$ cat src/bmf_pkg.sv
// Shared types and constants for the cache bus master.
// Used by bmf_in_stage, bmf_step and icache_dcache_bus_master_fsm.
package bmf_pkg;

  localparam int unsigned AddrWidth = 32;
  localparam int unsigned DataWidth = 32;
  localparam int unsigned SelWidth  = 4;
  localparam int unsigned StWidth   = 3;

  // bus master state codes
  localparam logic [StWidth-1:0] StIdle     = 3'd0;
  localparam logic [StWidth-1:0] StReq      = 3'd1;
  localparam logic [StWidth-1:0] StDrd      = 3'd2;
  localparam logic [StWidth-1:0] StDrdEnd   = 3'd3;
  localparam logic [StWidth-1:0] StDwr      = 3'd4;
  localparam logic [StWidth-1:0] StFetch    = 3'd5;
  localparam logic [StWidth-1:0] StFetchEnd = 3'd6;

  // sampled cache and bus signals of one request
  typedef struct packed {
    logic                 dcache_valid;
    logic                 dcache_read;
    logic                 dcache_write;
    logic [AddrWidth-1:0] dcache_addr;
    logic [DataWidth-1:0] dcache_wdata;
    logic [SelWidth-1:0]  dcache_byte_sel;
    logic                 icache_valid;
    logic [AddrWidth-1:0] icache_addr;
    logic                 bus_grant;
    logic                 bus_ack;
    logic [DataWidth-1:0] bus_rdata;
  } item_t;

  // driven bus and cache outputs of one step
  typedef struct packed {
    logic                 bus_cycle;
    logic                 bus_strobe;
    logic [AddrWidth-1:0] bus_addr;
    logic [SelWidth-1:0]  bus_byte_sel;
    logic                 bus_write_enable;
    logic [DataWidth-1:0] bus_wdata;
    logic                 dcache_ack;
    logic [DataWidth-1:0] dcache_rdata;
    logic                 icache_ack;
    logic [DataWidth-1:0] icache_rdata;
    logic                 core_stall;
  } result_t;

endpackage

$ cat src/bmf_in_stage.sv
// Input register stage: holds one sampled request until the step logic takes it.
// Depends on bmf_pkg for item_t.
module bmf_in_stage import bmf_pkg::*; (
  input  logic  clk_i,
  input  logic  rst_ni,
  input  logic  valid_i,
  output logic  ready_o,
  input  item_t item_i,
  output logic  valid_o,
  input  logic  ready_i,
  output item_t item_o
);

  logic  valid_q, valid_d;
  item_t item_q;

  // stage is free when empty or draining this cycle
  assign ready_o = !valid_q || ready_i;
  assign valid_d = (valid_i && ready_o) || (valid_q && !ready_i);

  always_ff @(posedge clk_i or negedge rst_ni) begin
    if (!rst_ni) begin
      valid_q <= 1'b0;
    end else begin
      valid_q <= valid_d;
    end
  end

  // payload capture
  always_ff @(posedge clk_i) begin
    if (valid_i && ready_o) begin
      item_q <= item_i;
    end
  end

  assign valid_o = valid_q;
  assign item_o  = item_q;

endmodule

$ cat src/bmf_step.sv
// Next-state and output logic of the bus master for one step.
// Depends on bmf_pkg for state codes, item_t and result_t.
module bmf_step import bmf_pkg::*; (
  input  logic [StWidth-1:0] state_i,
  input  item_t              item_i,
  input  result_t            held_i,
  output logic [StWidth-1:0] state_o,
  output result_t            result_o
);

  always_comb begin
    // held fields keep their values unless a state drives them
    result_o            = held_i;
    result_o.bus_cycle  = 1'b0;
    result_o.bus_strobe = 1'b0;
    result_o.dcache_ack = 1'b0;
    result_o.icache_ack = 1'b0;
    state_o             = StIdle;

    case (state_i)
      StReq: begin
        result_o.bus_cycle = 1'b1;
        if (item_i.bus_grant && item_i.dcache_valid && item_i.dcache_read) begin
          state_o = StDrd;
        end else if (item_i.bus_grant && item_i.dcache_valid && item_i.dcache_write) begin
          state_o = StDwr;
        end else if (item_i.bus_grant && item_i.icache_valid && !item_i.dcache_valid) begin
          state_o = StFetch;
        end else begin
          state_o = StReq;
        end
      end
      StDrd: begin
        result_o.bus_cycle        = 1'b1;
        result_o.bus_strobe       = 1'b1;
        result_o.bus_addr         = item_i.dcache_addr;
        result_o.bus_byte_sel     = item_i.dcache_byte_sel;
        result_o.bus_write_enable = 1'b0;
        result_o.dcache_ack       = item_i.bus_ack;
        result_o.dcache_rdata     = item_i.bus_rdata;
        state_o = item_i.bus_ack ? StDrdEnd : StDrd;
      end
      StDrdEnd: begin
        result_o.bus_cycle    = 1'b1;
        result_o.dcache_ack   = item_i.bus_ack;
        result_o.dcache_rdata = item_i.bus_rdata;
        if (item_i.bus_ack) begin
          state_o = StDrdEnd;
        end else begin
          state_o = item_i.icache_valid ? StFetch : StIdle;
        end
      end
      StDwr: begin
        result_o.bus_cycle        = 1'b1;
        result_o.bus_strobe       = 1'b1;
        result_o.bus_wdata        = item_i.dcache_wdata;
        result_o.bus_addr         = item_i.dcache_addr;
        result_o.bus_byte_sel     = item_i.dcache_byte_sel;
        result_o.bus_write_enable = 1'b1;
        result_o.dcache_ack       = item_i.bus_ack;
        if (item_i.bus_ack) begin
          state_o = item_i.icache_valid ? StFetch : StIdle;
        end else begin
          state_o = StDwr;
        end
      end
      StFetch: begin
        result_o.bus_cycle        = 1'b1;
        result_o.bus_strobe       = 1'b1;
        result_o.bus_addr         = item_i.icache_addr;
        result_o.bus_byte_sel     = '0;
        result_o.bus_write_enable = 1'b0;
        result_o.icache_rdata     = item_i.bus_rdata;
        result_o.icache_ack       = item_i.bus_ack;
        state_o = item_i.bus_ack ? StFetchEnd : StFetch;
      end
      StFetchEnd: begin
        result_o.bus_cycle    = 1'b1;
        result_o.icache_rdata = item_i.bus_rdata;
        result_o.icache_ack   = item_i.bus_ack;
        state_o = item_i.bus_ack ? StFetchEnd : StIdle;
      end
      default: begin
        // idle, and the unused code behaves as idle
        state_o = (item_i.dcache_valid || item_i.icache_valid) ? StReq : StIdle;
      end
    endcase

    result_o.core_stall = result_o.bus_cycle;
  end

endmodule

$ cat src/icache_dcache_bus_master_fsm.sv
// Top level of the cache bus master: input stage, step logic, state and result register.
// Depends on bmf_pkg, bmf_in_stage and bmf_step.
//
//  channel | handshake              | payload
//  --------+------------------------+---------------------------------------------
//  in      | in_valid_i / in_ready_o | dcache_*_i, icache_*_i, bus_grant/ack/rdata_i
//  out     | out_valid_o/out_ready_i | bus_*_o, dcache_ack/rdata_o, icache_*_o, core_stall_o
//
// One request per cycle is sustained while the output is not stalled; a request passes
// through the input register, then the state step into the result register, to the output.
// Reset puts the machine in idle and clears every held output field to zero.
// A stalled output holds its result; the input register keeps taking a request while
// it drains, so the input side stops only when both registers are full.
module icache_dcache_bus_master_fsm import bmf_pkg::*; (
  input  logic                 clk_i,
  input  logic                 rst_ni,
  input  logic                 in_valid_i,
  output logic                 in_ready_o,
  input  logic                 dcache_valid_i,
  input  logic                 dcache_read_i,
  input  logic                 dcache_write_i,
  input  logic [AddrWidth-1:0] dcache_addr_i,
  input  logic [DataWidth-1:0] dcache_wdata_i,
  input  logic [SelWidth-1:0]  dcache_byte_sel_i,
  input  logic                 icache_valid_i,
  input  logic [AddrWidth-1:0] icache_addr_i,
  input  logic                 bus_grant_i,
  input  logic                 bus_ack_i,
  input  logic [DataWidth-1:0] bus_rdata_i,
  output logic                 out_valid_o,
  input  logic                 out_ready_i,
  output logic                 bus_cycle_o,
  output logic                 bus_strobe_o,
  output logic [AddrWidth-1:0] bus_addr_o,
  output logic [SelWidth-1:0]  bus_byte_sel_o,
  output logic                 bus_write_enable_o,
  output logic [DataWidth-1:0] bus_wdata_o,
  output logic                 dcache_ack_o,
  output logic [DataWidth-1:0] dcache_rdata_o,
  output logic                 icache_ack_o,
  output logic [DataWidth-1:0] icache_rdata_o,
  output logic                 core_stall_o
);

  item_t              in_item;
  item_t              st_item;
  logic               st_valid;
  logic               st_take;
  logic [StWidth-1:0] state_q, state_d;
  result_t            result_q, result_d;
  logic               out_valid_q, out_valid_d;

  // gather the request fields
  always_comb begin
    in_item.dcache_valid    = dcache_valid_i;
    in_item.dcache_read     = dcache_read_i;
    in_item.dcache_write    = dcache_write_i;
    in_item.dcache_addr     = dcache_addr_i;
    in_item.dcache_wdata    = dcache_wdata_i;
    in_item.dcache_byte_sel = dcache_byte_sel_i;
    in_item.icache_valid    = icache_valid_i;
    in_item.icache_addr     = icache_addr_i;
    in_item.bus_grant       = bus_grant_i;
    in_item.bus_ack         = bus_ack_i;
    in_item.bus_rdata       = bus_rdata_i;
  end

  bmf_in_stage u_in_stage (
    .clk_i   (clk_i),
    .rst_ni  (rst_ni),
    .valid_i (in_valid_i),
    .ready_o (in_ready_o),
    .item_i  (in_item),
    .valid_o (st_valid),
    .ready_i (st_take),
    .item_o  (st_item)
  );

  // the result register also serves as the held bus and cache fields
  bmf_step u_step (
    .state_i  (state_q),
    .item_i   (st_item),
    .held_i   (result_q),
    .state_o  (state_d),
    .result_o (result_d)
  );

  // step when the result register is empty or being taken
  assign st_take     = !out_valid_q || out_ready_i;
  assign out_valid_d = (st_valid && st_take) || (out_valid_q && !out_ready_i);

  always_ff @(posedge clk_i or negedge rst_ni) begin
    if (!rst_ni) begin
      state_q     <= StIdle;
      result_q    <= '0;
      out_valid_q <= 1'b0;
    end else begin
      out_valid_q <= out_valid_d;
      if (st_valid && st_take) begin
        state_q  <= state_d;
        result_q <= result_d;
      end
    end
  end

  // output ports
  assign out_valid_o        = out_valid_q;
  assign bus_cycle_o        = result_q.bus_cycle;
  assign bus_strobe_o       = result_q.bus_strobe;
  assign bus_addr_o         = result_q.bus_addr;
  assign bus_byte_sel_o     = result_q.bus_byte_sel;
  assign bus_write_enable_o = result_q.bus_write_enable;
  assign bus_wdata_o        = result_q.bus_wdata;
  assign dcache_ack_o       = result_q.dcache_ack;
  assign dcache_rdata_o     = result_q.dcache_rdata;
  assign icache_ack_o       = result_q.icache_ack;
  assign icache_rdata_o     = result_q.icache_rdata;
  assign core_stall_o       = result_q.core_stall;

endmodule
$ cat config.mk
export PLATFORM = sky130hd
export DESIGN_NAME = icache_dcache_bus_master_fsm
export DESIGN_NICKNAME = d
export VERILOG_FILES = /design/src/bmf_pkg.sv /design/src/bmf_in_stage.sv /design/src/bmf_step.sv /design/src/icache_dcache_bus_master_fsm.sv
export SDC_FILE = /design/constraint.sdc
export NUM_CORES = 1
export LEC_CHECK = 0
export ABC_CLOCK_PERIOD_IN_PS = 12800
export BUFFER_PORTS_ARGS = -buffer_cell sky130_fd_sc_hd__buf_2
export CAP_MARGIN = 20
export CORE_MARGIN = 5
export CORE_UTILIZATION = 58
export CTS_BUF_LIST = sky130_fd_sc_hd__clkbuf_8
export DETAILED_ROUTE_END_ITERATION = 7
export PLACE_DENSITY_LB_ADDON = 0.2
export SYNTH_ARGS = -nofsm -noshare
export SYNTH_HDL_FRONTEND = slang
export SYNTH_SLANG_ARGS = --single-unit
export TNS_END_PERCENT = 5
$ cat constraint.sdc
create_clock -name clk_i -period 12.8 [get_ports clk_i]
set_input_delay 0.64 -clock clk_i [delete_from_list [all_inputs] [get_ports clk_i]]
set_output_delay 0.64 -clock clk_i [all_outputs]
set_load 0.05 [all_outputs]
==> results of run 1 <==
-- cells in the final DEF (no fill, tap or decap), types with 10 or more instances in the layout --
master     netlist  final
buf_2           16    280
dfrtp_1        142    142
edfxtp_1       138    138
mux2_2          67     67
clkbuf_8         0     51
a22oi_1         32     32
o2bb2ai_1       32     32
mux2_4          30     30
inv_1            1     23
nand2_1         10     10
-- cells by family after synthesis --
logic type / Yosys count / share of synthesized area [%]
adders and majority gates: 1 / 0.09936
buffers and inverters: 32 / 2.062
DFF: 280 / 76.40
muxes: 97 / 11.96
and+or+nand+nor: 38 / 2.211
AOI/OAI and AO/OA: 88 / 7.091
xor gates and xnor gates: 2 / 0.1739
-- worst max-delay path, stage by stage, from the launching register on --
cell	delay [ns]
dfrtp_1	0.41
nand3b_1	0.15
and2_4	0.77
buf_4	0.81
-- metal layers --
metal	up-vias	track usage, %	routed length (um)
li1	2675	-	-
met1	2959	27.30	8358
met2	245	34.85	10960
met3	60	5.932	1719
met4	6	9.444	772
met5	-	0	50
-- per-stage QoR --
| step | instances | setup WS (ns) | util, % | power, uW | hold WS [ns] |
|---|---|---|---|---|---|
| finish | 1102 | 10.19 | 72.57 | 3557 | 0.1103 |
| detailed placement | 1020 | 9.840 | 67.65 | 2901 | 0.4655 |
| global route | 1102 | 9.986 | 72.57 | 3718 | 0.1415 |
| CTS | 1099 | 10.16 | 72.38 | 3590 | 0.1163 |
| global placement | 1020 | 9.950 | 67.65 | 2857 | 0.4567 |
| floorplan | 538 | 7.950 | - | 2537 | 0.3444 |
-- final cells by class --
class                           count  share of cell area [%]
Sequential cell                   280                   61.75
Multi-Input combinational cell    226                   17.43
Timing Repair Buffer              289                   11.98
Clock buffer                       51                   5.631
Tap cell                          225                   2.259
Clock inverter                     28                  0.8834
Antenna cell                        2                 0.04015
Inverter                            1                 0.03011
-- state kept, by name, indices dropped and copies added, names as in the netlist --
| name | flops |
|---|---|
| dcache_ack_o | 1 |
| dcache_rdata_o | 32 |
| out_valid_o | 1 |
| bus_write_enable_o | 1 |
| bus_strobe_o | 1 |
| core_stall_o | 1 |
| icache_ack_o | 1 |
| bus_wdata_o | 32 |
| bus_addr_o | 32 |
| state_q | 3 |
| bus_byte_sel_o | 4 |
| u_in_stage.valid_o | 1 |
| u_in_stage.item_o | 138 |
| icache_rdata_o | 32 |
-- report_power, final --
part / internal, uW / total [uW] / switching [uW]
combinational: 435 / 1520 / 1090
clock: 361 / 680 / 319
sequential: 1200 / 1350 / 151
-- worst min path at each step --
stage | start | end | slack [ns]
finish | rst_ni | icache_rdata_o[29] | 0.11
global route | rst_ni | icache_rdata_o[29] | 0.14
CTS | rst_ni | icache_rdata_o[29] | 0.12
detailed placement | u_in_stage.item_o[77] | bus_wdata_o[6] | 0.47
global placement | u_in_stage.item_o[91] | bus_wdata_o[20] | 0.46
floorplan | rst_ni | bus_addr_o[0] | 0.34
==> impl_metrics.toml, run 1 <==
[critical_path]
critical_path.startpoint = "u_in_stage.valid_o"
rr_startpoint = "u_in_stage.valid_o"
crit_type = "flip-flop to flip-flop"
crit_path_end_kind = "flip-flop"
cp_max_fo = 73
crit_required_ns = 12.94
cp-endpoint = "u_in_stage.item_o[11]"
startpoint_type = "flip-flop"
arrival_ns = 2.74
reg2regPathDepth = 3
r2r_setup_slack_ns = 10.19
r2r-end = "u_in_stage.item_o[11]"

[route]
num_vias = 5945
drt_wl_total_mm = 21.86
drc = 0
wl_per_cell_um = 19.84
viasPerCell = 5.395
drt_iter0_drc = 271
antenna_left = 0
dr.pass1.iters = 4

[sta]
setup_viol = 0
tightest_slew_ns = 1.048
fin_crit_sh_pct = 20.36
fin_skew_ns = 0.02263
drv_slew = 0
fin_tns_setup_ns = 0
slew_headroom_pct = 29.87
max_freq_ghz = 0.3838
hold_viol_final = 0
rsz0062_at_grt = "no"
period_needed_ns = 2.606

[power_and_ir_drop]
power_density_mw_per_mm2 = 285.4
ir_worst_vdd_uv = 176.8
p_leak_uw = 0.005585

[finish]
syn2layout_area_growth_pct = 23.72
seq_area_mm2 = 0.007697
n_fill_cell = 1113
nets = 983
drive_above_1_share_pct = 51.20
final_area_mm2 = 0.01246
multi_input_area_mm2 = 0.002172

[logic_synthesis]
async_flop_share_pct = 50.71
synth.most_common_cell = "dfrtp_1"
synth_edf_count = 138
synth_area_mm2 = 0.01007
ys_types = 44
synth_seq_cells = 280
netlist.area_leader.share_pct = 41.13
synth_cells = 538
yosys_warnings = 0
avgSynthCellArea_um2 = 18.73
post-synth-top-area-cell = "edfxtp_1"
seq_area_frac_synth_pct = 76.40
synth_fp_nets = 680
synthTopCellsByCount = "dfrtp_1 (142), edfxtp_1 (138), mux2_2 (67)"
synth.area.top_cells = "edfxtp_1 (41%), dfrtp_1 (35%), mux2_2 (7.5%), mux2_4 (4.5%), o2bb2ai_1 (2.8%)"
ys.flop_type = "dfrtp_1"

[min_path]
hp-class = "primary input to async pin"

[grt]
grt_pass1_vias = 6302
grt_max_degree = 78
track_usage_pct = 21.46
grt.overflow.total = 0
grt_pass1_wl_mm = 33.60
antenna_found_initial = 5

[placed_design]
portBuffers = 281
post-dp-hpwl_mm = 14.63
place.gp.congestion = 0.8271
placed_area_mm2 = 0.01162

[clock_tree]
htreeDepth = 2
clock_latency_ns = 0.53
cts_setup_buffers = 0
cts_made_buffers = 43
cts.sinks = 280
holdBufCountCts = 0
clk_pin_slew_worst_paths_ns = 0.06
ctsResizeCount = 0
cts_root_buf = "clkbuf_8"
cts_tree = "built"
clk_path_buf_depth = 3

[floorplanning]
start_util_pct = 58.65
die_area_mm2 = 0.02011
coreArea_mm2 = 0.01718
dieWidth_um = 141.8
pin_count = 282
fp-row-count = 48
dieHeight_um = 141.8

[outcome]
status = "finished, final reports clean"

[run]
drv_cap = 0
Note: power is estimated with default switching activity, not from simulation.
==> inputs of run 2 (changes only) <==
--- a/config.mk
+++ b/config.mk
@@ -5,11 +5,11 @@
 export SDC_FILE = /design/constraint.sdc
 export NUM_CORES = 1
 export LEC_CHECK = 0
-export ABC_CLOCK_PERIOD_IN_PS = 12800
+export ABC_CLOCK_PERIOD_IN_PS = 2300
 export BUFFER_PORTS_ARGS = -buffer_cell sky130_fd_sc_hd__buf_2
 export CAP_MARGIN = 20
 export CORE_MARGIN = 5
-export CORE_UTILIZATION = 58
+export CORE_UTILIZATION = 49
 export CTS_BUF_LIST = sky130_fd_sc_hd__clkbuf_8
 export DETAILED_ROUTE_END_ITERATION = 7
 export PLACE_DENSITY_LB_ADDON = 0.2
==> constraint.sdc (replaced) <==
create_clock -name clk_i -period 2.3 [get_ports clk_i]
set_input_delay 0.115 -clock clk_i [delete_from_list [all_inputs] [get_ports clk_i]]
set_output_delay 0.115 -clock clk_i [all_outputs]
set_load 0.05 [all_outputs]
==> impl_metrics.toml, run 2 (synthesized netlist as in run 1, its figures left out) <==
[outcome]
status = "finished, final reports clean"

[critical_path]
slowest_delay_ns = 0.62
cp_slowest_cell = "dfrtp_1"
crit_type = "flip-flop to flip-flop"
crit_required_ns = 2.75
cp_max_fo = 32
startpoint_type = "flip-flop"
arrival_ns = 2.43
crit_path_end_kind = "flip-flop"
crit_path_cell_trace = "nor2b_4 > and2_1 > buf_4 > a22oi_1 > o2bb2ai_1"

[grt]
grt_pass1_vias = 7189
use_met1_pct = 27.01
grtUsageMet2_pct = 34.12
grt_pass1_wl_mm = 39.41
top_usage_layer = "met2"
grt_max_degree = 65
antenna_found_initial = 0
grt_use_met3_pct = 6.361
grt.overflow.total = 0
track_usage_pct = 20.90

[clock_tree]
cts.sinks = 280
htreeDepth = 2
cts_root_buf = "clkbuf_8"
cts_tree = "built"
clk_path_buf_depth = 3
clk_pin_slew_worst_paths_ns = 0.06
ctsResizeCount = 0
cts_setup_buffers = 0
holdBufCountCts = 142
clock_latency_ns = 0.54
cts_made_buffers = 46

[route]
drt_wl_total_mm = 24.71
antenna_left = 0
drc = 0
num_vias = 6567
wl_per_cell_um = 18.99
dr.pass1.iters = 4
drt_iter0_drc = 366
viasPerCell = 5.048

[sta]
max_freq_ghz = 0.5045
rsz0062_at_grt = "no"
tightest_slew_ns = 0.6517
slew_headroom_pct = 56.56
setup_viol = 0
period_needed_ns = 1.982
hold_viol_final = 0
drv_slew = 0
fin_crit_sh_pct = 86.18
fin_skew_ns = 0.02152

[power_and_ir_drop]
ir_worst_vdd_uv = 974.8
intPower_uw = 11700
power_density_mw_per_mm2 = 1451
p_leak_uw = 0.006287
p_seq_share_pct = 36.7
clkPwrFrac_pct = 20.5
swShare_pct = 43.11
p_comb_share_pct = 42.8
power_switching_uw = 8864

[finish]
drive_above_1_share_pct = 45.10
utilization_pct = 70.00
nets = 1137
final_common_cell = "buf_2"
final_cell_mix = "buf_2 (280), dlygate4sd3_1 (142), dfrtp_1 (141)"
final_area_mm2 = 0.01416
largest_reg_flops = 138
antenna_cells = 0
syn2layout_area_growth_pct = 40.60

[placed_design]
post-dp-hpwl_mm = 15.11
portBuffers = 281
place.gp.congestion = 0.8107
placed_area_mm2 = 0.01182

[floorplanning]
fp-row-count = 52
dieHeight_um = 153.4
die_area_mm2 = 0.02353
coreArea_mm2 = 0.02023
start_util_pct = 49.79
pin_count = 282
dieWidth_um = 153.4

[min_path]
hp-class = "primary input to async pin"

[run]
drv_cap = 0
-- run 2: cell types whose count changed in the layout (fill, tap and decap cells not counted), moves of 2 or more --
cell / delta
clkinv_2: -2
diode_2: -2
dlygate4sd3_1: +142
buf_4: +5
buf_12: +5
clkbuf_8: +7
-- run 2: area by class of cell --
type	instances	area, um^2
inverters	1	3.754
clock buffers	58	798.3
well taps	270	337.8
flip-flops and latches	280	7699
clock inverters	26	130.1
repair buffers	440	3024
multi-input cells	226	2172
fillers	1362	6070
-- run 2: power by group through the flow --
| stage | sequential, uW | combinational [uW] | clock (uW) |
|---|---|---|---|
| after floorplan | 11500 | 2560 | 0 |
| after global placement | 7550 | 8500 | 0 |
| after detailed placement | 7590 | 8660 | 0 |
| after CTS | 7530 | 8850 | 4340 |
| after global routing | 7700 | 9200 | 4590 |
| final | 7540 | 8810 | 4210 |
-- run 2: metrics by stage --
| step | TNS [ns] | hold WS [ns] | power, uW | cells | worst slack [ns] |
|---|---|---|---|---|---|
| 2_1_floorplan | -35.01 | -0.1806 | 14100 | 538 | -0.2537 |
| 3_3_place_gp | 0 | 0.1391 | 16050 | 1075 | 0.4457 |
| 3_5_place_dp | 0 | 0.1493 | 16250 | 1075 | 0.3526 |
| 4_1_cts | 0 | 0.1507 | 20720 | 1301 | 0.3428 |
| 5_1_grt | 0 | 0.2043 | 21500 | 1301 | 0.1673 |
| 6_report | 0 | 0.1513 | 20560 | 1301 | 0.3179 |
-- run 2: critical path, delay by kind of cell (launching register included) --
family | cells | cell delay (ns)
DFF | 1 | 0.62
and+or+nand+nor | 2 | 0.49
AOI/OAI and AO/OA | 2 | 0.39
buffers and inverters | 1 | 0.37
-- run 2: layer usage --
layer	vias to the layer above	wire length (um)
met1	3237	9813
met3	50	1998
met4	0	665
met2	298	12230
li1	2982	-
met5	-	0
-- run 2: path summary, 6_finish.rpt --
kind	from	end	slack (ns)	cells after the start
min reg2reg	u_in_stage.item_o[87]	bus_wdata_o[16]	0.48	1
max in group asynchronous	rst_ni	dcache_rdata_o[11]	1.37	3
min in group clk_i	icache_addr_i[23]	u_in_stage.item_o[57]	0.28	2
max	state_q[0]	bus_addr_o[4]	0.32	5
min	rst_ni	icache_rdata_o[24]	0.15	2
max reg2reg	state_q[0]	bus_addr_o[4]	0.32	5
==> inputs of run 3 (changes only) <==
--- a/config.mk
+++ b/config.mk
@@ -6,7 +6,7 @@
 export NUM_CORES = 1
 export LEC_CHECK = 0
 export ABC_CLOCK_PERIOD_IN_PS = 2300
-export BUFFER_PORTS_ARGS = -buffer_cell sky130_fd_sc_hd__buf_2
+export BUFFER_PORTS_ARGS = -buffer_cell sky130_fd_sc_hd__clkbuf_2
 export CAP_MARGIN = 20
 export CORE_MARGIN = 5
 export CORE_UTILIZATION = 49
==> impl_metrics.toml, run 3 (synthesized netlist as in run 1, its figures left out) <==
[outcome]
status = "finished, final reports clean"

[route]
num_vias = 6566
viasPerCell = 5.031
wl_per_cell_um = 18.94
antenna_left = 0
drt_iter0_drc = 293
dr.pass1.iters = 6
drt_wl_total_mm = 24.72
drc = 0

[grt]
grt_pass1_vias = 7491
grt_max_degree = 56
grt.overflow.total = 0
track_usage_pct = 21.24
grt_pass1_wl_mm = 40.37
antenna_found_initial = 0

[floorplanning]
coreArea_mm2 = 0.02023
pin_count = 282
dieHeight_um = 153.4
die_area_mm2 = 0.02353
dieWidth_um = 153.4
start_util_pct = 49.79
fp-row-count = 52

[placed_design]
place.gp.congestion = 0.8074
post-dp-hpwl_mm = 15.83
placed_area_mm2 = 0.01186
portBuffers = 281

[sta]
max_freq_ghz = 0.5207
period_needed_ns = 1.921
hold_viol_final = 0
slew_headroom_pct = 61.59
tightest_slew_ns = 0.5616
fin_skew_ns = 0.01331
rsz0062_at_grt = "no"
setup_viol = 0
drv_slew = 0
fin_crit_sh_pct = 83.51

[min_path]
hp-class = "primary input to async pin"

[critical_path]
slowest_delay_ns = 0.62
crit_path_cell_trace = "nor2b_4 > and2_1 > buf_4 > a22oi_1 > o2bb2ai_1"
critPathTopFamily = "flip-flops"
arrival_ns = 2.37
cp_slowest_cell = "dfrtp_1"
crit_required_ns = 2.75
startpoint_type = "flip-flop"
crit_path_end_kind = "flip-flop"
cp_max_fo = 32
crit_type = "flip-flop to flip-flop"
cp_num_buf_inv = 1

[clock_tree]
cts_tree = "built"
ctsResizeCount = 0
clk_pin_slew_worst_paths_ns = 0.06
clk_path_buf_depth = 3
cts.sinks = 280
cts_setup_buffers = 0
cts_made_buffers = 46
holdBufCountCts = 142
htreeDepth = 2
cts_root_buf = "clkbuf_8"
clock_latency_ns = 0.53

[finish]
syn2layout_area_growth_pct = 41.84
final_common_cell = "clkbuf_2"
n_fill_cell = 1307
drive_above_1_share_pct = 45.31
final_cell_mix = "clkbuf_2 (280), dlygate4sd3_1 (142), dfrtp_1 (141)"
final_area_mm2 = 0.01429
nets = 1139
antenna_cells = 0
largest_reg_flops = 138

[power_and_ir_drop]
p_leak_uw = 0.006377
finalPower_uw = 20970
ir_worst_vdd_uv = 966.7
power_density_mw_per_mm2 = 1467

[run]
drv_cap = 0
## run 3: where the power goes
part           leakage, uW  internal (uW)  switching [uW]  total [uW]
sequential         0.00305           6690             914        7600
combinational      0.00273           2610            6160        8770
clock             0.000595           2720            1890        4600
## run 3: final timing paths
check	start	end	slack (ns)	cells after the start
min reg2reg	u_in_stage.item_o[87]	bus_wdata_o[16]	0.48	1
min	rst_ni	icache_rdata_o[24]	0.12	2
max	state_q[0]	bus_addr_o[29]	0.38	5
max in group asynchronous	rst_ni	dcache_rdata_o[1]	1.44	3
max reg2reg	state_q[0]	bus_addr_o[29]	0.38	5
min in group clk_i	bus_rdata_i[5]	u_in_stage.item_o[5]	0.29	2
## run 3: stage by stage
stage,setup WS [ns],hold slack [ns],utilization (%),setup TNS (ns),cells
6_report,0.3793,0.1169,70.62,0,1305
2_1_floorplan,-0.2537,-0.1806,-,-35.01,538
3_5_place_dp,0.3801,0.1169,58.59,0,1077
5_1_grt,0.1902,0.1404,70.62,0,1305
4_1_cts,0.3835,0.09918,70.62,0,1305
3_3_place_gp,0.4812,0.1031,58.59,0,1077
## run 3: metal layers
layer	vias to the layer above	part of all wire (%)	track usage, %
met2	274	50	35.21
met1	3254	40	27.22
met3	52	7.4	6.022
met4	0	2.4	7.065
li1	2986	-	-
met5	-	0	0
## run 3: final cells by class
type / instances / area, um^2 / area share (%)
multi-input combinational: 226 / 2172 / 15.20
inverter: 1 / 3.754 / 0.02627
clock buffer: 58 / 798.3 / 5.586
clock inverter: 28 / 215.2 / 1.506
timing repair buffer: 442 / 3064 / 21.44
tap: 270 / 337.8 / 2.364
sequential: 280 / 7699 / 53.87
